`src/design/wst_pkg.sv`:
```
package wst_pkg;

    localparam int SAMPLE_W   = 16;
    localparam int FRAC_W     = 8;
    localparam int AVG_W      = 24;
    localparam int SPREAD_W   = 38;
    localparam int DEV_W      = 23;
    localparam int REL_W      = 16;
    localparam int RANGE_W    = 16;
    localparam int SCORE_W    = 8;
    localparam int TOTAL_W    = 10;
    localparam int EXCEED_W   = 3;
    localparam int CFG_IDX_W  = 3;
    localparam int CFG_DATA_W = 24;

    // square root operand: spread (< 2^38) with FRAC_W more fraction bits
    localparam int ROOT_W     = 48;
    localparam int ROOT_STEPS = ROOT_W / 2;
    localparam int ROOT_CNT_W = $clog2(ROOT_STEPS + 1);

    localparam logic [CFG_IDX_W-1:0] REG_LOW_SCORE       = 3'd0;
    localparam logic [CFG_IDX_W-1:0] REG_HIGH_SCORE      = 3'd1;
    localparam logic [CFG_IDX_W-1:0] REG_MEAN_LIMIT      = 3'd2;
    localparam logic [CFG_IDX_W-1:0] REG_DEVIATION_LIMIT = 3'd3;
    localparam logic [CFG_IDX_W-1:0] REG_RELATIVE_LIMIT  = 3'd4;
    localparam logic [CFG_IDX_W-1:0] REG_RANGE_LIMIT     = 3'd5;
    localparam logic [CFG_IDX_W-1:0] REG_SCORE_SUM_LIMIT = 3'd6;

    localparam logic signed [SAMPLE_W-1:0] SAMPLE_MAX = 16'sh7FFF;
    localparam logic signed [SAMPLE_W-1:0] SAMPLE_MIN = 16'sh8000;

endpackage

```
`src/design/wst_div.sv`:
```
module wst_div #(
    parameter int NUM_W = 53,
    parameter int DEN_W = 24
) (
    input  logic                 clk,
    input  logic                 rst_n,
    input  logic                 go,
    input  logic [NUM_W-1:0]     num,
    input  logic [DEN_W-1:0]     den,
    output logic                 done,
    output logic [NUM_W-1:0]     quot
);
    // restoring divider, one quotient bit per cycle
    localparam int CNT_W = $clog2(NUM_W + 1);

    logic [NUM_W-1:0] quot_reg, quot_next;
    logic [DEN_W-1:0] rem_reg, rem_next;
    logic [DEN_W-1:0] den_reg, den_next;
    logic [CNT_W-1:0] cnt_reg, cnt_next;
    logic             run_reg, run_next;
    logic             done_reg, done_next;
    logic [DEN_W:0]   trial;
    logic [DEN_W:0]   diff;
    logic             fits;

    always_comb
    begin
        trial = {rem_reg, quot_reg[NUM_W-1]};
        fits  = trial >= {1'b0, den_reg};
        diff  = trial - {1'b0, den_reg};
        quot_next = quot_reg;
        rem_next  = rem_reg;
        den_next  = den_reg;
        cnt_next  = cnt_reg;
        run_next  = run_reg;
        done_next = 1'b0;
        if (go)
        begin
            quot_next = num;
            rem_next  = '0;
            den_next  = den;
            cnt_next  = CNT_W'(NUM_W);
            run_next  = 1'b1;
        end
        else if (run_reg)
        begin
            rem_next  = fits ? diff[DEN_W-1:0] : trial[DEN_W-1:0];
            quot_next = {quot_reg[NUM_W-2:0], fits};
            cnt_next  = cnt_reg - 1'b1;
            if (cnt_reg == CNT_W'(1))
            begin
                run_next  = 1'b0;
                done_next = 1'b1;
            end
        end
    end

    always_ff @(posedge clk or negedge rst_n)
    begin
        if (!rst_n)
        begin
            cnt_reg  <= '0;
            run_reg  <= 1'b0;
            done_reg <= 1'b0;
        end
        else
        begin
            cnt_reg  <= cnt_next;
            run_reg  <= run_next;
            done_reg <= done_next;
        end
    end

    always_ff @(posedge clk)
    begin
        quot_reg <= quot_next;
        rem_reg  <= rem_next;
        den_reg  <= den_next;
    end

    assign done = done_reg;
    assign quot = quot_reg;

endmodule

```
`src/design/window_statistics_thresholder.sv`:
```
// Window statistics thresholder.
// Input: an item (sample, last) is taken at a clock edge with start high and
// busy low. Samples without last are accumulated in that same cycle (sum,
// sum of squares, min, max, count) and busy stays low, so one sample per
// cycle is possible. Samples past WINDOW_MAX are dropped from the window.
// An item with last closes the window: busy rises and a sequencer runs the
// feature math on one shared restoring divider (one quotient bit per cycle)
// and a bit-pair square root step. The divider runs for mean, variance and
// relative deviation, with the square root between the last two; the
// relative division is skipped when the mean is zero. Next item is
// accepted in the cycle done is high.
// Output: every field is valid when done is high and held until the next
// result; the receiver cannot stall. Configuration: wr_en/wr_index/wr_data write one
// register per edge; indexes beyond the list are ignored. Write only while
// idle. Reset clears the window and loads the register defaults.
module window_statistics_thresholder #(
    parameter int WINDOW_MAX = 64
) (
    input  logic                                   clk,
    input  logic                                   rst_n,
    input  logic                                   start,
    output logic                                   busy,
    input  logic signed [wst_pkg::SAMPLE_W-1:0]    sample,
    input  logic                                   last,
    input  logic                                   wr_en,
    input  logic [wst_pkg::CFG_IDX_W-1:0]          wr_index,
    input  logic [wst_pkg::CFG_DATA_W-1:0]         wr_data,
    output logic                                   done,
    output logic signed [wst_pkg::AVG_W-1:0]       avg,
    output logic [wst_pkg::SPREAD_W-1:0]           spread,
    output logic [wst_pkg::DEV_W-1:0]              deviation,
    output logic signed [wst_pkg::REL_W-1:0]       relative_deviation,
    output logic [wst_pkg::RANGE_W-1:0]            peak_range,
    output logic [wst_pkg::SCORE_W-1:0]            avg_score,
    output logic [wst_pkg::SCORE_W-1:0]            deviation_score,
    output logic [wst_pkg::SCORE_W-1:0]            relative_score,
    output logic [wst_pkg::SCORE_W-1:0]            range_score,
    output logic [wst_pkg::TOTAL_W-1:0]            score_total,
    output logic [wst_pkg::SCORE_W-1:0]            total_score,
    output logic [wst_pkg::EXCEED_W-1:0]           exceed_count
);
    import wst_pkg::*;

    localparam int CNT_W  = $clog2(WINDOW_MAX + 1);
    localparam int SUM_W  = SAMPLE_W + CNT_W;          // signed running sum
    localparam int SQ_W   = 2 * SAMPLE_W - 2 + CNT_W;  // sum of squares
    localparam int PROD_W = SQ_W + CNT_W;              // n*Q and sum^2
    localparam int N2_W   = 2 * CNT_W;
    localparam int NUM_A  = PROD_W + FRAC_W + 1;
    localparam int NUM_B  = DEV_W + FRAC_W + 1;
    localparam int NUM_W  = (NUM_A > NUM_B) ? NUM_A : NUM_B;
    localparam int DEN_W  = (N2_W > AVG_W) ? N2_W : AVG_W;
    localparam int MA_W   = SUM_W;                     // multiplier operand a
    localparam int MB_W   = SQ_W;                      // multiplier operand b

    // sequencer states
    localparam logic [3:0] S_IDLE     = 4'd0;
    localparam logic [3:0] S_MUL_NQ   = 4'd1;
    localparam logic [3:0] S_MUL_SS   = 4'd2;
    localparam logic [3:0] S_DIFF     = 4'd3;
    localparam logic [3:0] S_AVG_GO   = 4'd4;
    localparam logic [3:0] S_AVG_WAIT = 4'd5;
    localparam logic [3:0] S_VAR_WAIT = 4'd6;
    localparam logic [3:0] S_ROOT     = 4'd7;
    localparam logic [3:0] S_ROOT_FIN = 4'd8;
    localparam logic [3:0] S_REL_GO   = 4'd9;
    localparam logic [3:0] S_REL_WAIT = 4'd10;
    localparam logic [3:0] S_SCORE    = 4'd11;

    localparam logic [NUM_W-1:0] AVG_POS_MAX = NUM_W'(24'h7FFFFF);
    localparam logic [NUM_W-1:0] AVG_NEG_MAX = NUM_W'(24'h800000);
    localparam logic [NUM_W-1:0] SPREAD_MAX  = NUM_W'(38'h3FFFFFFFFF);
    localparam logic [NUM_W-1:0] REL_POS_MAX = NUM_W'(16'h7FFF);
    localparam logic [NUM_W-1:0] REL_NEG_MAX = NUM_W'(17'h08000);
    localparam logic [ROOT_W:0]  DEV_MAX     = (ROOT_W+1)'(23'h7FFFFF);

    // configuration
    logic [SCORE_W-1:0]         low_score_reg, high_score_reg;
    logic signed [AVG_W-1:0]    mean_limit_reg;
    logic [DEV_W-1:0]           deviation_limit_reg;
    logic signed [REL_W-1:0]    relative_limit_reg;
    logic [RANGE_W-1:0]         range_limit_reg;
    logic [TOTAL_W-1:0]         score_sum_limit_reg;

    // window accumulators
    logic signed [SUM_W-1:0]    sum_reg, sum_next;
    logic [SQ_W-1:0]            sq_reg, sq_next;
    logic signed [SAMPLE_W-1:0] min_reg, min_next, max_reg, max_next;
    logic [CNT_W-1:0]           cnt_reg, cnt_next;

    // sequencer and datapath
    logic [3:0]                 state_reg, state_next;
    logic [CNT_W-1:0]           n_reg, n_next;
    logic [SUM_W-1:0]           mag_reg, mag_next;
    logic                       neg_reg, neg_next;
    logic [PROD_W-1:0]          nq_reg, nq_next;
    logic [PROD_W-1:0]          d_reg, d_next;
    logic [N2_W-1:0]            n2_reg, n2_next;
    logic signed [AVG_W-1:0]    avg_reg, avg_next;
    logic [SPREAD_W-1:0]        spread_reg, spread_next;
    logic [ROOT_W-1:0]          rv_reg, rv_next;
    logic [ROOT_W-1:0]          res_reg, res_next;
    logic [ROOT_W-1:0]          bit_reg, bit_next;
    logic [ROOT_CNT_W-1:0]      rcnt_reg, rcnt_next;
    logic [DEV_W-1:0]           dev_reg, dev_next;
    logic signed [REL_W-1:0]    rel_reg, rel_next;
    logic                       done_reg, done_next;

    // output registers
    logic signed [AVG_W-1:0]    o_avg_reg;
    logic [SPREAD_W-1:0]        o_spread_reg;
    logic [DEV_W-1:0]           o_dev_reg;
    logic signed [REL_W-1:0]    o_rel_reg;
    logic [RANGE_W-1:0]         o_rng_reg;
    logic [SCORE_W-1:0]         o_sa_reg, o_sd_reg, o_sr_reg, o_sg_reg, o_st_reg;
    logic [TOTAL_W-1:0]         o_tot_reg;
    logic [EXCEED_W-1:0]        o_cnt_reg;

    // shared multiplier
    logic [MA_W-1:0]            mul_a;
    logic [MB_W-1:0]            mul_b;
    logic [MA_W+MB_W-1:0]       mul_p;

    // divider
    logic                       div_go;
    logic                       div_done;
    logic [NUM_W-1:0]           div_num;
    logic [DEN_W-1:0]           div_den;
    logic [NUM_W-1:0]           div_quot;

    // misc combinational
    logic                       accept;
    logic [ROOT_W-1:0]          root_trial;
    logic [ROOT_W:0]            root_up;
    logic [NUM_W-1:0]           qclamp;
    logic [AVG_W:0]             avg_wide;
    logic [REL_W:0]             rel_wide;
    logic [AVG_W-1:0]           avg_mag;
    logic [RANGE_W-1:0]         rng;
    logic                       ea, ed, er, eg, et;
    logic [SCORE_W-1:0]         sa, sd, sr, sg;
    logic [TOTAL_W-1:0]         tot;
    logic signed [2*SAMPLE_W-1:0] sq_sample;

    assign accept = start && !busy;
    assign busy   = state_reg != S_IDLE;

    wst_div #(
        .NUM_W (NUM_W),
        .DEN_W (DEN_W)
    ) u_div (
        .clk   (clk),
        .rst_n (rst_n),
        .go    (div_go),
        .num   (div_num),
        .den   (div_den),
        .done  (div_done),
        .quot  (div_quot)
    );

    assign mul_a = (state_reg == S_MUL_NQ) ? MA_W'(n_reg) : mag_reg;
    assign mul_b = (state_reg == S_MUL_NQ) ? sq_reg : MB_W'(mag_reg);
    assign mul_p = mul_a * mul_b;

    assign sq_sample = sample * sample;

    always_comb
    begin
        // window accumulation
        sum_next = sum_reg;
        sq_next  = sq_reg;
        min_next = min_reg;
        max_next = max_reg;
        cnt_next = cnt_reg;
        if (accept && cnt_reg < CNT_W'(WINDOW_MAX))
        begin
            sum_next = sum_reg + SUM_W'(sample);
            sq_next  = sq_reg + SQ_W'(unsigned'(sq_sample));
            if (sample < min_reg)
                min_next = sample;
            if (sample > max_reg)
                max_next = sample;
            cnt_next = cnt_reg + 1'b1;
        end

        state_next  = state_reg;
        n_next      = n_reg;
        mag_next    = mag_reg;
        neg_next    = neg_reg;
        nq_next     = nq_reg;
        d_next      = d_reg;
        n2_next     = n2_reg;
        avg_next    = avg_reg;
        spread_next = spread_reg;
        rv_next     = rv_reg;
        res_next    = res_reg;
        bit_next    = bit_reg;
        rcnt_next   = rcnt_reg;
        dev_next    = dev_reg;
        rel_next    = rel_reg;
        done_next   = 1'b0;
        div_go      = 1'b0;
        div_num     = '0;
        div_den     = '0;

        root_trial = res_reg + bit_reg;
        root_up    = {1'b0, res_reg} + (ROOT_W+1)'(rv_reg > res_reg);
        qclamp     = '0;
        avg_wide   = '0;
        rel_wide   = '0;
        avg_mag    = avg_reg[AVG_W-1] ? AVG_W'(-avg_reg) : AVG_W'(avg_reg);

        rng = RANGE_W'(max_reg - min_reg);
        ea  = avg_reg > mean_limit_reg;
        ed  = dev_reg > deviation_limit_reg;
        er  = rel_reg > relative_limit_reg;
        eg  = rng > range_limit_reg;
        sa  = ea ? high_score_reg : low_score_reg;
        sd  = ed ? high_score_reg : low_score_reg;
        sr  = er ? high_score_reg : low_score_reg;
        sg  = eg ? high_score_reg : low_score_reg;
        tot = TOTAL_W'(sa) + TOTAL_W'(sd) + TOTAL_W'(sr) + TOTAL_W'(sg);
        et  = tot > score_sum_limit_reg;

        unique case (state_reg)
            S_IDLE:
            begin
                if (accept && last)
                begin
                    // window closes: latch n and |sum| from the updated values
                    n_next    = (cnt_next == '0) ? CNT_W'(1) : cnt_next;
                    neg_next  = sum_next < 0;
                    mag_next  = (sum_next < 0) ? SUM_W'(-sum_next) : SUM_W'(sum_next);
                    state_next = S_MUL_NQ;
                end
            end
            S_MUL_NQ:
            begin
                nq_next    = PROD_W'(mul_p);
                state_next = S_MUL_SS;
            end
            S_MUL_SS:
            begin
                d_next     = nq_reg - PROD_W'(mul_p);
                n2_next    = N2_W'(n_reg) * N2_W'(n_reg);
                state_next = S_AVG_GO;
            end
            S_DIFF:
            begin
                state_next = S_AVG_GO;
            end
            S_AVG_GO:
            begin
                div_go     = 1'b1;
                div_num    = (NUM_W'(mag_reg) << FRAC_W) + NUM_W'(n_reg >> 1);
                div_den    = DEN_W'(n_reg);
                state_next = S_AVG_WAIT;
            end
            S_AVG_WAIT:
            begin
                if (div_done)
                begin
                    if (neg_reg)
                        qclamp = (div_quot > AVG_NEG_MAX) ? AVG_NEG_MAX : div_quot;
                    else
                        qclamp = (div_quot > AVG_POS_MAX) ? AVG_POS_MAX : div_quot;
                    avg_wide   = neg_reg ? -(AVG_W+1)'(qclamp) : (AVG_W+1)'(qclamp);
                    avg_next   = avg_wide[AVG_W-1:0];
                    // variance: (d*2^F + n^2/2) / n^2
                    div_go     = 1'b1;
                    div_num    = (NUM_W'(d_reg) << FRAC_W) + NUM_W'(n2_reg >> 1);
                    div_den    = DEN_W'(n2_reg);
                    state_next = S_VAR_WAIT;
                end
            end
            S_VAR_WAIT:
            begin
                if (div_done)
                begin
                    spread_next = (div_quot > SPREAD_MAX) ? SPREAD_W'(SPREAD_MAX)
                                                          : SPREAD_W'(div_quot);
                    rv_next     = ROOT_W'(div_quot) << FRAC_W;
                    res_next    = '0;
                    bit_next    = ROOT_W'(1) << (ROOT_W - 2);
                    rcnt_next   = ROOT_CNT_W'(ROOT_STEPS);
                    state_next  = S_ROOT;
                end
            end
            S_ROOT:
            begin
                if (rv_reg >= root_trial)
                begin
                    rv_next  = rv_reg - root_trial;
                    res_next = (res_reg >> 1) + bit_reg;
                end
                else
                begin
                    res_next = res_reg >> 1;
                end
                bit_next  = bit_reg >> 2;
                rcnt_next = rcnt_reg - 1'b1;
                if (rcnt_reg == ROOT_CNT_W'(1))
                    state_next = S_ROOT_FIN;
            end
            S_ROOT_FIN:
            begin
                // round to nearest: remainder above the root means next integer
                dev_next   = (root_up > DEV_MAX) ? DEV_W'(DEV_MAX) : DEV_W'(root_up);
                state_next = S_REL_GO;
            end
            S_REL_GO:
            begin
                if (avg_reg == '0)
                begin
                    rel_next   = REL_W'(REL_POS_MAX);
                    state_next = S_SCORE;
                end
                else
                begin
                    div_go     = 1'b1;
                    div_num    = (NUM_W'(dev_reg) << FRAC_W) + NUM_W'(avg_mag >> 1);
                    div_den    = DEN_W'(avg_mag);
                    state_next = S_REL_WAIT;
                end
            end
            S_REL_WAIT:
            begin
                if (div_done)
                begin
                    if (avg_reg[AVG_W-1])
                        qclamp = (div_quot > REL_NEG_MAX) ? REL_NEG_MAX : div_quot;
                    else
                        qclamp = (div_quot > REL_POS_MAX) ? REL_POS_MAX : div_quot;
                    rel_wide   = avg_reg[AVG_W-1] ? -(REL_W+1)'(qclamp)
                                                  : (REL_W+1)'(qclamp);
                    rel_next   = rel_wide[REL_W-1:0];
                    state_next = S_SCORE;
                end
            end
            S_SCORE:
            begin
                done_next  = 1'b1;
                state_next = S_IDLE;
                sum_next   = '0;
                sq_next    = '0;
                min_next   = SAMPLE_MAX;
                max_next   = SAMPLE_MIN;
                cnt_next   = '0;
            end
            default:
            begin
                state_next = S_IDLE;
            end
        endcase
    end

    always_ff @(posedge clk or negedge rst_n)
    begin
        if (!rst_n)
        begin
            state_reg           <= S_IDLE;
            done_reg            <= 1'b0;
            sum_reg             <= '0;
            sq_reg              <= '0;
            min_reg             <= SAMPLE_MAX;
            max_reg             <= SAMPLE_MIN;
            cnt_reg             <= '0;
            low_score_reg       <= '0;
            high_score_reg      <= SCORE_W'(1);
            mean_limit_reg      <= '0;
            deviation_limit_reg <= '0;
            relative_limit_reg  <= '0;
            range_limit_reg     <= '0;
            score_sum_limit_reg <= '0;
        end
        else
        begin
            state_reg <= state_next;
            done_reg  <= done_next;
            sum_reg   <= sum_next;
            sq_reg    <= sq_next;
            min_reg   <= min_next;
            max_reg   <= max_next;
            cnt_reg   <= cnt_next;
            if (wr_en)
            begin
                unique case (wr_index)
                    REG_LOW_SCORE:       low_score_reg       <= wr_data[SCORE_W-1:0];
                    REG_HIGH_SCORE:      high_score_reg      <= wr_data[SCORE_W-1:0];
                    REG_MEAN_LIMIT:      mean_limit_reg      <= wr_data[AVG_W-1:0];
                    REG_DEVIATION_LIMIT: deviation_limit_reg <= wr_data[DEV_W-1:0];
                    REG_RELATIVE_LIMIT:  relative_limit_reg  <= wr_data[REL_W-1:0];
                    REG_RANGE_LIMIT:     range_limit_reg     <= wr_data[RANGE_W-1:0];
                    REG_SCORE_SUM_LIMIT: score_sum_limit_reg <= wr_data[TOTAL_W-1:0];
                    default:             ;
                endcase
            end
        end
    end

    always_ff @(posedge clk)
    begin
        n_reg      <= n_next;
        mag_reg    <= mag_next;
        neg_reg    <= neg_next;
        nq_reg     <= nq_next;
        d_reg      <= d_next;
        n2_reg     <= n2_next;
        avg_reg    <= avg_next;
        spread_reg <= spread_next;
        rv_reg     <= rv_next;
        res_reg    <= res_next;
        bit_reg    <= bit_next;
        rcnt_reg   <= rcnt_next;
        dev_reg    <= dev_next;
        rel_reg    <= rel_next;
        if (state_reg == S_SCORE)
        begin
            o_avg_reg    <= avg_reg;
            o_spread_reg <= spread_reg;
            o_dev_reg    <= dev_reg;
            o_rel_reg    <= rel_reg;
            o_rng_reg    <= rng;
            o_sa_reg     <= sa;
            o_sd_reg     <= sd;
            o_sr_reg     <= sr;
            o_sg_reg     <= sg;
            o_tot_reg    <= tot;
            o_st_reg     <= et ? high_score_reg : low_score_reg;
            o_cnt_reg    <= EXCEED_W'(ea) + EXCEED_W'(ed) + EXCEED_W'(er)
                          + EXCEED_W'(eg) + EXCEED_W'(et);
        end
    end

    assign done               = done_reg;
    assign avg                = o_avg_reg;
    assign spread             = o_spread_reg;
    assign deviation          = o_dev_reg;
    assign relative_deviation = o_rel_reg;
    assign peak_range         = o_rng_reg;
    assign avg_score          = o_sa_reg;
    assign deviation_score    = o_sd_reg;
    assign relative_score     = o_sr_reg;
    assign range_score        = o_sg_reg;
    assign score_total        = o_tot_reg;
    assign total_score        = o_st_reg;
    assign exceed_count       = o_cnt_reg;

    // a record only follows the scoring step
    a_done_after_score: assert property (@(posedge clk) disable iff (!rst_n)
        done |-> $past(state_reg == S_SCORE))
        else $error("done without scoring step");

    // divider results only arrive while the sequencer waits on them
    a_div_done_waited: assert property (@(posedge clk) disable iff (!rst_n)
        div_done |-> (state_reg == S_AVG_WAIT || state_reg == S_VAR_WAIT
                      || state_reg == S_REL_WAIT))
        else $error("divider result with no consumer");

    // the window never holds more than its maximum
    a_window_bound: assert property (@(posedge clk) disable iff (!rst_n)
        cnt_reg <= CNT_W'(WINDOW_MAX))
        else $error("window count overflow");

    // the exceed count never exceeds the five limits
    a_exceed_bound: assert property (@(posedge clk) disable iff (!rst_n)
        done |-> exceed_count <= EXCEED_W'(5))
        else $error("exceed count out of range");

endmodule
```
`config.mk`:
```
export PLATFORM = sky130hd
export DESIGN_NAME = window_statistics_thresholder
export DESIGN_NICKNAME = d
export VERILOG_FILES = /design/src/design/wst_pkg.sv /design/src/design/wst_div.sv /design/src/design/window_statistics_thresholder.sv
export SDC_FILE = /design/constraint.sdc
export NUM_CORES = 2
export LEC_CHECK = 0
export BUFFER_PORTS_ARGS = -buffer_cell sky130_fd_sc_hd__clkbuf_2
export CORE_UTILIZATION = 42
export CTS_CLUSTER_SIZE = 28
export DETAILED_ROUTE_END_ITERATION = 10
export PLACE_DENSITY = 0.57
export SKIP_LAST_GASP = 1
export SLEW_MARGIN = 0
export SYNTH_ARGS = -nofsm -noshare
export SYNTH_HDL_FRONTEND = slang
export SYNTH_SLANG_ARGS = --single-unit
```
`constraint.sdc`:
```
create_clock -name clk -period 14.7 [get_ports clk]
set_clock_uncertainty 0.2 [all_clocks]
set_input_delay 2.94 -clock clk [delete_from_list [all_inputs] [get_ports clk]]
set_output_delay 2.94 -clock clk [all_outputs]
set_load 0.05 [all_outputs]
```
==> Yosys cells after proc, flatten, opt, wreduce, memory -nomap -nowiden <==
Index checks and enable logic that the tools add are counted.
{ "word_totals": {"ff_bits": 871, "latchBits": 0, "ramBits": 0, "rom_bits": 0, "in_bits": 48, "output_inout_bits": 172, "wordCells": 225, "mem_count": 0} }
{ "classes": {"n_addsub": 26, "multipliers": 3, "div": 0, "n_lt_le_gt_ge": 18, "n_eq_ne": 26, "shift": 0, "muxes": 74, "bitwise_logic": 0, "reduce_logical": 32} }
{ "ops": {"columns": ["operator", "count"], "rows": [
  ["$pmux W48 S2", 3],
  ["$mux W48", 5],
  ["$mux W16", 14],
  ["$mux W24", 9],
  ["$mux W53", 3],
  ["$pmux W53 S3", 1],
  ["$mux W37", 3],
  ["$mux W23", 4],
  ["$pmux W24 S3", 1],
  ["$add A52 B13 Y53", 1],
  ["$gt A53 B15 Y1 const B", 1],
  ["$gt A53 B16 Y1 const B", 1],
  ["$gt A53 B23 Y1 const B", 1],
  ["$gt A53 B24 Y1 const B", 1],
  ["$gt A53 B38 Y1 const B", 1],
  ["$add A48 B1 Y49", 1],
  ["$gt A49 B23 Y1 const B", 1],
  ["$add A47 B48 Y48", 1],
  ["$add A48 B48 Y48", 1],
  ["$ge A48 B48 Y1", 1],
  ["$gt A16 B16 Y1", 3],
  ["$gt A48 B48 Y1", 1],
  ["$neg A24 Y24", 2],
  ["$sub A48 B48 Y48", 1],
  ["other kinds (63)", 118]
]} }

==> Logic depth before layout (Yosys ltp) <==
{ "logic_depth": {"ltp_word": 9, "depth_mapped": 49, "mapped_depth_nobuf": 46} }

==> By module <==
From an unflattened synthesis, not the netlist that was laid out.
{ "hier_totals": {"hier_cells": 8714, "hier_area_um2": 83886.7} }
{ "modules_own_cells": {"columns": ["mod", "instances", "cells_per_inst", "area_per_inst_um2", "seq_area_each_um2"], "rows": [
  ["window_statistics_thresholder", 1, 8227, 78156.2, 21106.5],
  ["wst_div", 1, 487, 5730.5, 2992.9]
]} }

==> Worst setup path before layout <==
OpenSTA, ideal clock, no wires.
{ "synth_path": {"kind": "input port to flip-flop", "from": "in sample[8] (netlist name)", "to": "reg sq_reg[33]", "setup_ns": 0.132, "arrival_ns": 10.435, "required_time_ns": 14.368, "setup_slack_ns": 3.933, "path_stages": 34, "path_buffers": 2, "path_cell_list": "clkbuf_1 inv_1 clkbuf_1 nor2_1 fa_1 inv_1 fa_1 inv_1 fa_1 fa_1 inv_1 fa_1 inv_1 fa_1 ha_1 a21oi_1 nor2b_1 o21ai_0 nand2b_1 and2_1 a31o_2 a21o_1 o41ai_1 o211ai_1 o211ai_1 xnor2_1 ha_1 a21o_1 a21o_1 or3_1 o211ai_1 a211oi_1 xnor2_1 nor2_1"} }
{ "synth_via": {"elab_chain_cells": 4} }
{ "synth_lines": {"columns": ["item", "line", "source"], "rows": [
  ["start, declared", "window_statistics_thresholder.sv:23", "input logic signed [wst_pkg::SAMPLE_W-1:0] sample,"],
  ["$mul A16 B16 Y32", "window_statistics_thresholder.sv:165", "assign sq_sample = sample * sample;"],
  ["$add A37 B32 Y37", "window_statistics_thresholder.sv:178", "sq_next = sq_reg + SQ_W'(unsigned'(sq_sample));"],
  ["$mux W37", "window_statistics_thresholder.sv:175", "if (accept && cnt_reg < CNT_W'(WINDOW_MAX))"],
  ["$mux W37", "window_statistics_thresholder.sv:225", "unique case (state_reg)"],
  ["end signal, assigned", "window_statistics_thresholder.sv:381", "sq_reg <= sq_next;"],
  ["end, declared", "window_statistics_thresholder.sv:87", "logic [SQ_W-1:0] sq_reg, sq_next;"]
]} }
No other way between the ends. The select of a mux whose other input is x is not followed.
A chain may end at the register's enable or synchronous reset.

==> Final worst setup path <==
{ "layout_path": {"from": "reg state_reg[0]", "to": "reg d_reg[40] (data pin)"} }
{ "layout_via": {"elab_chain_cells": 4, "elab_cells_between_ends": 5, "classes_between": "1 x add/sub; 1 x mul; 1 x eq/ne; 2 x mux"} }
{ "layout_lines": {"columns": ["item", "line", "source"], "rows": [
  ["start, declared", "window_statistics_thresholder.sv:92", "logic [3:0] state_reg, state_next;"],
  ["start signal, assigned", "window_statistics_thresholder.sv:378", "state_reg <= state_next;"],
  ["$eq A4 B1 Y1 *", "window_statistics_thresholder.sv:161, window_statistics_thresholder.sv:162", null],
  ["$mux W23 / $mux W37 (equally long branches)", "window_statistics_thresholder.sv:161, window_statistics_thresholder.sv:162", null],
  ["$mul A23 B37 Y44 *", "window_statistics_thresholder.sv:163", "assign mul_p = mul_a * mul_b;"],
  ["net mul_p[20]", "window_statistics_thresholder.sv:122", "logic [MA_W+MB_W-1:0] mul_p;"],
  ["$sub A44 B44 Y44 *", "window_statistics_thresholder.sv:244", "d_next = nq_reg - PROD_W'(mul_p);"],
  ["end signal, assigned", "window_statistics_thresholder.sv:407", "d_reg <= d_next;"],
  ["end, declared", "window_statistics_thresholder.sv:97", "logic [PROD_W-1:0] d_reg, d_next;"]
]} }
The timed path passes the listed nets; every way through them passes the cells marked *.

==> impl_results.md <==
- Measured slew at the worst slew-check pin: between 1000 and 1500 ps
- Cts hold-fix bufs: 0
- Fraction of layout cells with a size suffix above 1: between 8 and 9%
- Setup slack, reg-to-reg: 2210 ps
- Initial antenna violation count: 28
- Vias: 63900
- Critical path arrival: 12710 ps
- Post-DP HPWL: 197 mm
- Total grt overflow: 0
- Boundary Pins: 220
- CP Class: register to register
- First-pass GRT wire length: 392 mm
- Capturing point of the worst reg2reg path: d_reg[40]
- Most common library cell in the layout ignoring fill and taps: inv_1
- Synth warn: 0
- Die area: between 200000 and 250000 um2
- Peak supply drop: 0.000538 V
- Largest net degree at the start of global routing: 102
- Clock Sink Count: approximately 850
- IO Port Bufs: roughly 220
- CTS buffer count: 100
- Slowest CP cell: and2_1
- Worst Path Max Fanout: 58
- Routed Wire Length: 256 mm
- DRC: 0
- Fin. max-slew vios: 0
- Beginning of the critical path: state_reg[0]
- RSZ-0062 raised after global routing: no
- GRT Overall Usage: 25.3%
- Ys flop type: edfxtp_1
- Syn Area/Cell: roughly 9.6 um2
- Hold Path Cell Cnt: 0
- Crit start category: register
- Multi-input gate area: about 54000 um2
- DR WL/cell: approximately 22 um
- Most frequent cells in the layout: inv_1, nand2_1, fa_1, ha_1, edfxtp_1
- Sequential cell area fraction in the yosys report: 28.7%
- Min cycle time layout: 12490 ps
- Max-cap violations: 0
- CP endpoint kind: register
- Setup violations, final: 0
- Worst min path class: register to register
- CP max stage delay: approximately 700 ps
- Post-CTS Resized: 0
- TritonCTS clock tree: done
- Placer Congestion: between 0.9 and 1
- Status: completed
- Cell depth of the worst flop-to-flop path: 40
- Syn-to-layout area delta: 9.28%
- Post-Route Setup TNS: 0 ps
- Hold endpoint: spread[24]
- Largest register FFs: 76
- Maximum clock rate: 80.1 MHz
- Nets: 10500
- Synthesized area: 84000 um2
- Final Hold Slack: 203 ps
- Period Utilization, post-route: 85.0%
- Later-pin clock latency in the skew report: 780 ps
- Worst-path clk slew: 60 ps
- Vias in the first global route: 64600
- Post-CTS Setup Bufs: 0
- Root buffer cell: clkbuf_16
- Post-synthesis async set-or-reset flop share: between 20% and 30%
- Leakage: 43.2 nW
- Core area: 198000 um2
- Post-synthesis cell count: 8769
- Die Ht: about 450 um
- First-iteration detailed-routing DRC count: 5570
- Rel. slew slack: 17.7%
- HP Start: spread_reg[24]
- Netlist cell types: slightly above 100
- Starting Density: 42.4%
- Number of enable flip-flop cells after synthesis: a little over 600
- P per Cell Area: 176 nW/um2
- Final hold vios: 0
- Vias per inst: 5.49
- DRT Pass-1 Iters: 6
- #FFs+latches synth: 846
- Worst r2r src: state_reg[0]
- Core Rows: ~160
- Worst EP required: between 10000 and 15000 ps
- Die X: 449 um
- H-tree depth: 3
- FF+latch area: 24100 um2
- Fill count: 18800
- Clock Path Buffers: 3
- DRT antenna net count: 0
-- worst max-delay path, delay by kind of cell, from the launching register on --
kind	cells	cell delay, ps
adder cells (fa/ha/maj)	10	4710
AO/OA/AOI/OAI	12	2870
AND/OR/NAND/NOR	7	2040
buffers and inverters	9	1350
flip-flops	1	560
XOR/XNOR	2	350
-- worst max-delay path by stage --
| stage | end | slack (ps) | cells past startpoint |
|---|---|---|---|
| 6_report | d_reg[40] | 2210 | 40 |
| 4_1_cts | d_reg[40] | 2330 | 40 |
| 3_3_place_gp | d_reg[40] | 2600 | 40 |
| 2_1_floorplan | sq_reg[33] | 3930 | 34 |
| 3_5_place_dp | d_reg[40] | 2430 | 40 |
| 5_1_grt | d_reg[42] | 1540 | 40 |
-- cells in the mapped netlist, drive strengths merged, types with 14 or more instances --
library cell / count / area [um2]
dfstp: 17 / 447
and3: 174 / 1090
a31oi: 73 / 463
a222oi: 16 / 160
a21boi: 26 / 195
nand2b: 68 / 425
a31o: 18 / 158
a211oi: 51 / 388
nor4: 33 / 213
nor2b: 79 / 494
mux2i: 71 / 711
a22oi: 14 / 105
nand4: 82 / 513
or2: 56 / 350
xnor2: 315 / 2770
ha: 667 / 8350
and2: 99 / 619
fa: 892 / 17900
o21bai: 46 / 345
dfrtp: 200 / 5000
dfxtp: 24 / 480
nor2: 528 / 1980
a21o: 198 / 1490
o311ai: 17 / 149
inv: 1370 / 5140
nand3: 177 / 886
mux2: 111 / 1250
buf: 59 / 235
a21oi: 366 / 1840
xor2: 162 / 1420
or3: 40 / 250
edfxtp: 605 / 18200
o21ai: 424 / 2130
clkbuf: 310 / 1160
nor3: 129 / 656
o31ai: 27 / 203
o22ai: 17 / 106
o21a: 73 / 556
o211ai: 27 / 203
nand2: 923 / 3460
-- per-layer routing --
metal	share of wire, %	GRT usage, %	vias up
met5	0.0086	0	-
met4	4.0	9.86	4
met3	6.4	3.32	449
met2	47	41.3	2166
met1	43	34.0	31900
li1	-	-	29400
-- cell type report --
type                    instances  share of cell area, %
diodes                          8                 0.0218
clock buffers                 116                   2.83
clock inverters                70                  0.969
inverters                    1375                   5.63
multi-input cells            6268                   58.6
flip-flops and latches        846                   26.2
well taps                    2640                   3.60
repair buffers                323                   2.05
-- through the flow --
step / instance area (um2) / worst slack (ps) / total power [mW] / std cells / util [%]
final: 91800 / 2210 / 16.2 / 11600 / 46.4
after global routing: 91800 / 1540 / 17.7 / 11600 / 46.4
after CTS: 91800 / 2330 / 16.3 / 11600 / 46.4
after detailed placement: 88300 / 2430 / 13.6 / 11500 / 44.6
after global placement: 88300 / 2600 / 13.3 / 11500 / 44.6
after floorplan: 84400 / 3930 / 11.2 / 8858 / -
-- power breakdown --
part           internal [mW]  total (mW)  switching [mW]  leakage [nW]
sequential              2.89        2.94          0.0501          8.41
combinational           4.55        10.6            6.06          33.1
clock                   1.55        2.66            1.11          1.69
total                   8.98        16.2            7.22          43.2
-- kinds of logic after synthesis --
logic type      synth area share (%)
mux                             2.33
compound gates                  11.4
buf+inv                         7.81
flops                           28.7
other cells                  0.00894
xor+xnor                        4.98
fa+ha+maj                       31.2
simple gates                    13.5
Note: power is estimated with default switching activity, not from simulation.
